File: src/rtl/core/fvn_pkg.sv
//------------------------------------------------------------------------------
// fvn_pkg
// Shared constants for the fractal value noise pipeline.
//------------------------------------------------------------------------------
package fvn_pkg;

	localparam int unsigned MaxOctavesDef = 8;
	localparam int unsigned FracBitsDef   = 16;

	localparam logic [31:0] HashMulX = 32'd374761393;
	localparam logic [31:0] HashMulY = 32'd668265263;
	localparam logic [31:0] HashMulM = 32'd1274126177;
	localparam logic [31:0] SeedStep = 32'd1000;

	// configuration register indexes
	localparam logic [0:0] RegSeed   = 1'b0;
	localparam logic [0:0] RegOctave = 1'b1;

	localparam logic [3:0] OctaveReset = 4'd5;

endpackage

File: src/rtl/core/fvn_norm.sv
//------------------------------------------------------------------------------
// fvn_norm
// Normalizes the weighted octave sum by the total weight: multiply by a
// scaled reciprocal, then one correction step. Three register stages.
//------------------------------------------------------------------------------
module fvn_norm import fvn_pkg::*; #(
	parameter int unsigned MAX_OCTAVES = MaxOctavesDef
) (
	input  logic                    clk,
	input  logic [MAX_OCTAVES+30:0] sum,
	input  logic [4:0]              octs,
	output logic [15:0]             quot
);

	localparam int unsigned SW = MAX_OCTAVES + 31;
	localparam int unsigned RB = 40;

	// divisor D = W * 2^15, W = 2^M - 2^(M-n); q = floor(sum/D) fits 16 bits
	function automatic logic [MAX_OCTAVES:0] total_w(input logic [4:0] n);
		return ((MAX_OCTAVES+1)'(1) << MAX_OCTAVES) -
			((MAX_OCTAVES+1)'(1) << (MAX_OCTAVES - int'(n)));
	endfunction

	// reciprocal of W scaled by 2^RB (rounded up), one constant per octave count
	logic [RB:0] rtab [MAX_OCTAVES+1];
	logic [RB:0] r_sel;
	assign rtab[0] = '0;
	for (genvar gn = 1; gn <= MAX_OCTAVES; gn++) begin : g_recip
		localparam logic [RB+MAX_OCTAVES:0] Wn =
			(RB+MAX_OCTAVES+1)'(total_w(5'(gn)));
		localparam logic [RB:0] RecipN =
			(RB+1)'((((RB+MAX_OCTAVES+1)'(1) << RB) + Wn - 1) / Wn);
		assign rtab[gn] = RecipN;
	end

	always_comb begin
		r_sel = rtab[0];
		for (int k = 1; k <= MAX_OCTAVES; k++)
			if (octs == 5'(k)) r_sel = rtab[k];
	end

	// stage 1: s = sum >> 15, reciprocal lookup
	logic [SW-16:0]      s_s1;
	logic [RB:0]         r_s1;
	logic [MAX_OCTAVES:0] w_s1;
	always_ff @(posedge clk) begin
		s_s1 <= sum[SW-1:15];
		r_s1 <= r_sel;
		w_s1 <= total_w(octs);
	end

	// stage 2: estimate quotient
	logic [SW-15+RB:0] prod;
	logic [17:0]       qe_s2;
	logic [SW-16:0]    s_s2;
	logic [MAX_OCTAVES:0] w_s2;
	assign prod = (SW-14+RB)'(s_s1) * (SW-14+RB)'(r_s1);
	always_ff @(posedge clk) begin
		qe_s2 <= 18'(prod >> RB);
		s_s2  <= s_s1;
		w_s2  <= w_s1;
	end

	// stage 3: correct overshoot by one, saturate
	logic [SW+9:0] qw;
	logic [17:0]   qc;
	assign qw = (SW+10)'(qe_s2) * (SW+10)'(w_s2);
	assign qc = (qw > (SW+10)'(s_s2)) ? qe_s2 - 18'd1 : qe_s2;
	always_ff @(posedge clk) begin
		quot <= (qc > 18'd65535) ? 16'hFFFF : qc[15:0];
	end

endmodule

File: config.mk
export PLATFORM = sky130hd
export DESIGN_NAME = fvn_norm
export DESIGN_NICKNAME = d
export VERILOG_FILES = /design/src/rtl/core/fvn_pkg.sv /design/src/rtl/core/fvn_norm.sv
export SDC_FILE = /design/constraint.sdc
export NUM_CORES = 2
export LEC_CHECK = 0
export ABC_AREA = 1
export BUFFER_PORTS_ARGS = -buffer_cell sky130_fd_sc_hd__buf_2
export CAP_MARGIN = 5
export CORE_MARGIN = 2
export CORE_UTILIZATION = 38
export CTS_BUF_LIST = sky130_fd_sc_hd__clkbuf_2
export CTS_CLUSTER_SIZE = 14
export DETAILED_ROUTE_END_ITERATION = 8
export HOLD_SLACK_MARGIN = 0.12
export PLACE_DENSITY = 0.63
export RECOVER_POWER = 50
export SETUP_SLACK_MARGIN = 0.5
export SLEW_MARGIN = 20
export SYNTH_ARGS = -nofsm -noshare
export SYNTH_HDL_FRONTEND = slang
export SYNTH_SLANG_ARGS = --single-unit
File: constraint.sdc
create_clock -name clk -period 5.95 [get_ports clk]
set_input_delay 0.595 -clock clk [delete_from_list [all_inputs] [get_ports clk]]
set_output_delay 0.595 -clock clk [all_outputs]
set_load 0.02 [all_outputs]
==> summary.md <==
| Metric | Value |
|---|---|
| Most common cell on crit path | fa_1 |
| CP Buf/Inv Count | 5 |
| Vias per inst | 4.695 |
| I/O pin total | slightly above 60 |
| Final-report hold violation count | 0 |
| Yosys reg bits | about 120 |
| Setup WS post-layout | -0.1306 ns |
| Area contributors post-synth | fa_1 39%, inv_1 17%, ha_1 15% |
| Worst path cell trace | buf_4 > nand2_1 > inv_1 > fa_1 > inv_1 > fa_1 > fa_2 > fa_1 > fa_1 > fa_1 > inv_1 > fa_1 > ha_1 > a21o_1 > buf_4 > a21oi_2 > o21ai_1 > a21boi_2 > nor3_1 > nor2_1 > nand2_2 > xor2_2 |
| Static Leak | about 25 nW |
| Top FF cell, synth | dfxtp_1 |
| Critical Path AT | around 7 ns |
| Synth Area per Inst | ~7.7 sq um |
| Rows | ~110 |
| Layout cell share with drive strength beyond 1 | about 23% |
| Register area share after synthesis | under 10% |
| Fillers | approximately 8.3k |
| Failing checks | setup timing |
| Die Height | between 300 and 400 microns |
| DRT antenna net count | 0 |
| Crit-path leading delay family | adder cells |
| Overall global routing resource usage | 25.15% |
| Core area | 86890 sq um |
| RSZ-0062 raised after global routing | yes |
| Clock Tree Buf Depth | 2 |
| Fmax | around 0.16 GHz |
| First-pass GRT wire length | approximately 170000 microns |
| Async set-reset flop share out of synthesis | 0% |
| Synthesized net count | between 5k and 6k |
| Largest net degree at the start of global routing | 24 |
| CTS Buf Count | 17 |
| Iter 0 DRT Violations | 2109 |
| Post-place setup slack | -0.4800 ns |
| Most instantiated cells after synthesis | 1499 x inv_1, 918 x nand2_1, 648 x fa_1 |
| Post-synth top area share | between 30% and 40% |
| Power per cell area | approximately 140 nW/um^2 |
| IO Port Bufs | 45 |
| Final setup vio count | 15 |
| Status | complete, but fails checks |
| Min Tclk post-route | slightly above 6 ns |
| Critical Path Sink Type | flop |
| Detail Placement HPWL | between 90000 and 100000 microns |
| Clk sinks | ~120 |
| Final WL | approximately 110000 microns |
| Gpl congestion | ~0.98 |
| Root cell of the clock tree | clkbuf_2 |
| Global route total overflow | 0 |
| Vias in the first global route | between 20k and 30k |
| Worst slew margin | between 40% and 50% |
| Htree depth | 4 |
| Final Max Slew Viols | 0 |
| Worst-path fanout max | 8 |
| Final worst path period share | 102.2% |
| Top-count cell post-synth | inv_1 |
| Vias | 28.27k |
| Initial Util | just under 40% |
| Final setup skew | 0.08576 ns |
| Chip Width | 300.4 microns |
| Fin cells | approximately 6.0k |
| Max-cap violations | 0 |
| Clock-pin transition on the worst setup and hold timing paths | approximately 0.26 ns |
| Mapped Cells | 4326 |
| Initial antenna violation count | 7 |
| Die Area | around 90000 sq um |
| CTS tree | yes |
| Crit start category | flop |
| Drt pass-1 iters | 5 |
| Synthesis Warnings | 0 |
| Setup TNS | -1.035 ns |
| Worst vdd ir | roughly 0.16 mV |
| CP Class | reg -> reg |
| Slowest CP cell | fa_2 |
| Final Core Density | between 40% and 50% |
| Required time of the critical path | ~6.8 ns |
| Area leader, netlist | fa_1 |
| Placed cells | 5908 |
| Max stage delay on crit path | approximately 0.60 ns |
| Cell Area, Synth | about 33000 sq um |
| Cell variety after synth | 37 |
| Worst Hold Class | in -> reg |
| Worst-Margin Slew | ~0.77 ns |
| Skew-Pair Late Insertion Delay | approximately 1 ns |
| Total power | slightly above 6 mW |
| DRC | 0 |
| Post-synth EDFFs | 0 |
| Synthesis-to-finish area growth | 26.48% |
| Post-layout nets | approximately 6.0k |
| WL per Instance | ~18 microns |
-- power breakdown --
part	leakage [nW]	switching, mW	internal [mW]
combinational	23.8	2.54	1.96
sequential	1.01	0.121	0.916
clock	0.122	0.428	0.119
-- cells in the final DEF (no fill, tap or decap), types with 8 or more instances in the layout --
cell type	synthesis	final
buf_6	2	32
dfxtp_4	0	21
dfxtp_2	0	25
nand2_1	918	821
nand3_1	76	59
a31oi_1	10	8
fa_2	0	43
o21ai_1	0	22
nand4_1	16	16
buf_2	3	38
a21oi_1	99	52
nand3_2	14	25
buf_12	1	52
nor2_1	160	109
o21ai_2	0	13
a21oi_4	0	15
ha_1	409	359
xor2_1	43	40
nor2_4	0	18
nand2_4	4	25
xnor2_1	15	14
nor3_2	0	9
a21o_1	10	10
inv_2	0	57
o21ai_0	59	23
dlygate4sd3_1	0	33
nand2_2	5	78
buf_4	1	468
fa_1	648	605
clkbuf_2	0	17
a21oi_2	0	32
nor3_1	38	27
ha_4	0	48
nor2_2	6	39
dfxtp_1	119	73
inv_1	1499	1440
-- through the flow --
stage | hold slack [ns] | cell area, sq um
floorplan | 0.3096 | 34360
global placement | 0.3108 | 39430
detailed placement | 0.3121 | 39430
CTS | 0.1386 | 41100
global route | 0.1715 | 42210
finish | 0.2412 | 42220
-- flip-flops by register name (all words and copies together) (netlist names) --
name and count:
s_s1 24, s_s2 24, r_s1 19, qe_s2 18, quot 16, w_s1 9, w_s2 9
-- logic make-up (layout without fill, tap and decap cells) --
family / after synthesis / after routing / share of synthesized area, %
adders and majority gates: 1057 / 1057 / 54.20
buffers and inverters: 1630 / 2165 / 18.45
AOI/OAI and AO/OA: 208 / 208 / 3.460
and+or+nand+nor: 1254 / 1255 / 15.24
xor gates and xnor gates: 58 / 58 / 1.522
other: 0 / 4 / 0
DFF: 119 / 119 / 7.137
-- worst register-to-register path, delay by kind of cell (launching register included) --
kind,cells,cell delay [ns]
adder cells (fa/ha/maj),8,3.77
buffers and inverters,5,0.59
AO/OA/AOI/OAI,4,0.57
flip-flops,1,0.57
AND/OR/NAND/NOR,4,0.34
XOR/XNOR,1,0.17
-- layout make-up --
cell class / count / area, sq um / area share, %
multi-input cells: 2578 / 26890 / 63.70
clock inverters: 15 / 117.6 / 0.2786
clock buffers: 17 / 85.08 / 0.2015
repair buffers: 634 / 5542 / 13.13
inverters: 1499 / 5632 / 13.34
flip-flops and latches: 119 / 2492 / 5.904
well taps: 1155 / 1445 / 3.423
diodes: 4 / 10.01 / 0.02371
-- timing repair --
item	4_1_cts	5_1_grt
hold endpoints to repair	49	0
cloned	1	2
pin swaps	88	87
setup buffers	22	19
setup endpoints to repair	34	34
hold buffers	33	0
resized for setup	291	247
-- final timing paths --
check	from	endpoint	slack (ns)	cells after the start
max reg2reg	s_s1[22]$_DFF_P_	qe_s2[14]$_DFF_P_	-0.13	22
min reg2reg	w_s1[7]$_DFF_P_	w_s2[7]$_DFF_P_	0.31	0
min	sum[24]	s_s1[9]$_DFF_P_	0.24	2
max	s_s1[22]$_DFF_P_	qe_s2[14]$_DFF_P_	-0.13	22
-- metal layers --
layer,global-route usage (%),part of all wire (%),vias up
met3,2.662,5.7,210
met1,32.98,42,13933
li1,-,-,13290
met4,9.702,4.3,4
met2,42.70,48,833
met5,0,0.020,-
(Power assumes the default switching activity.)
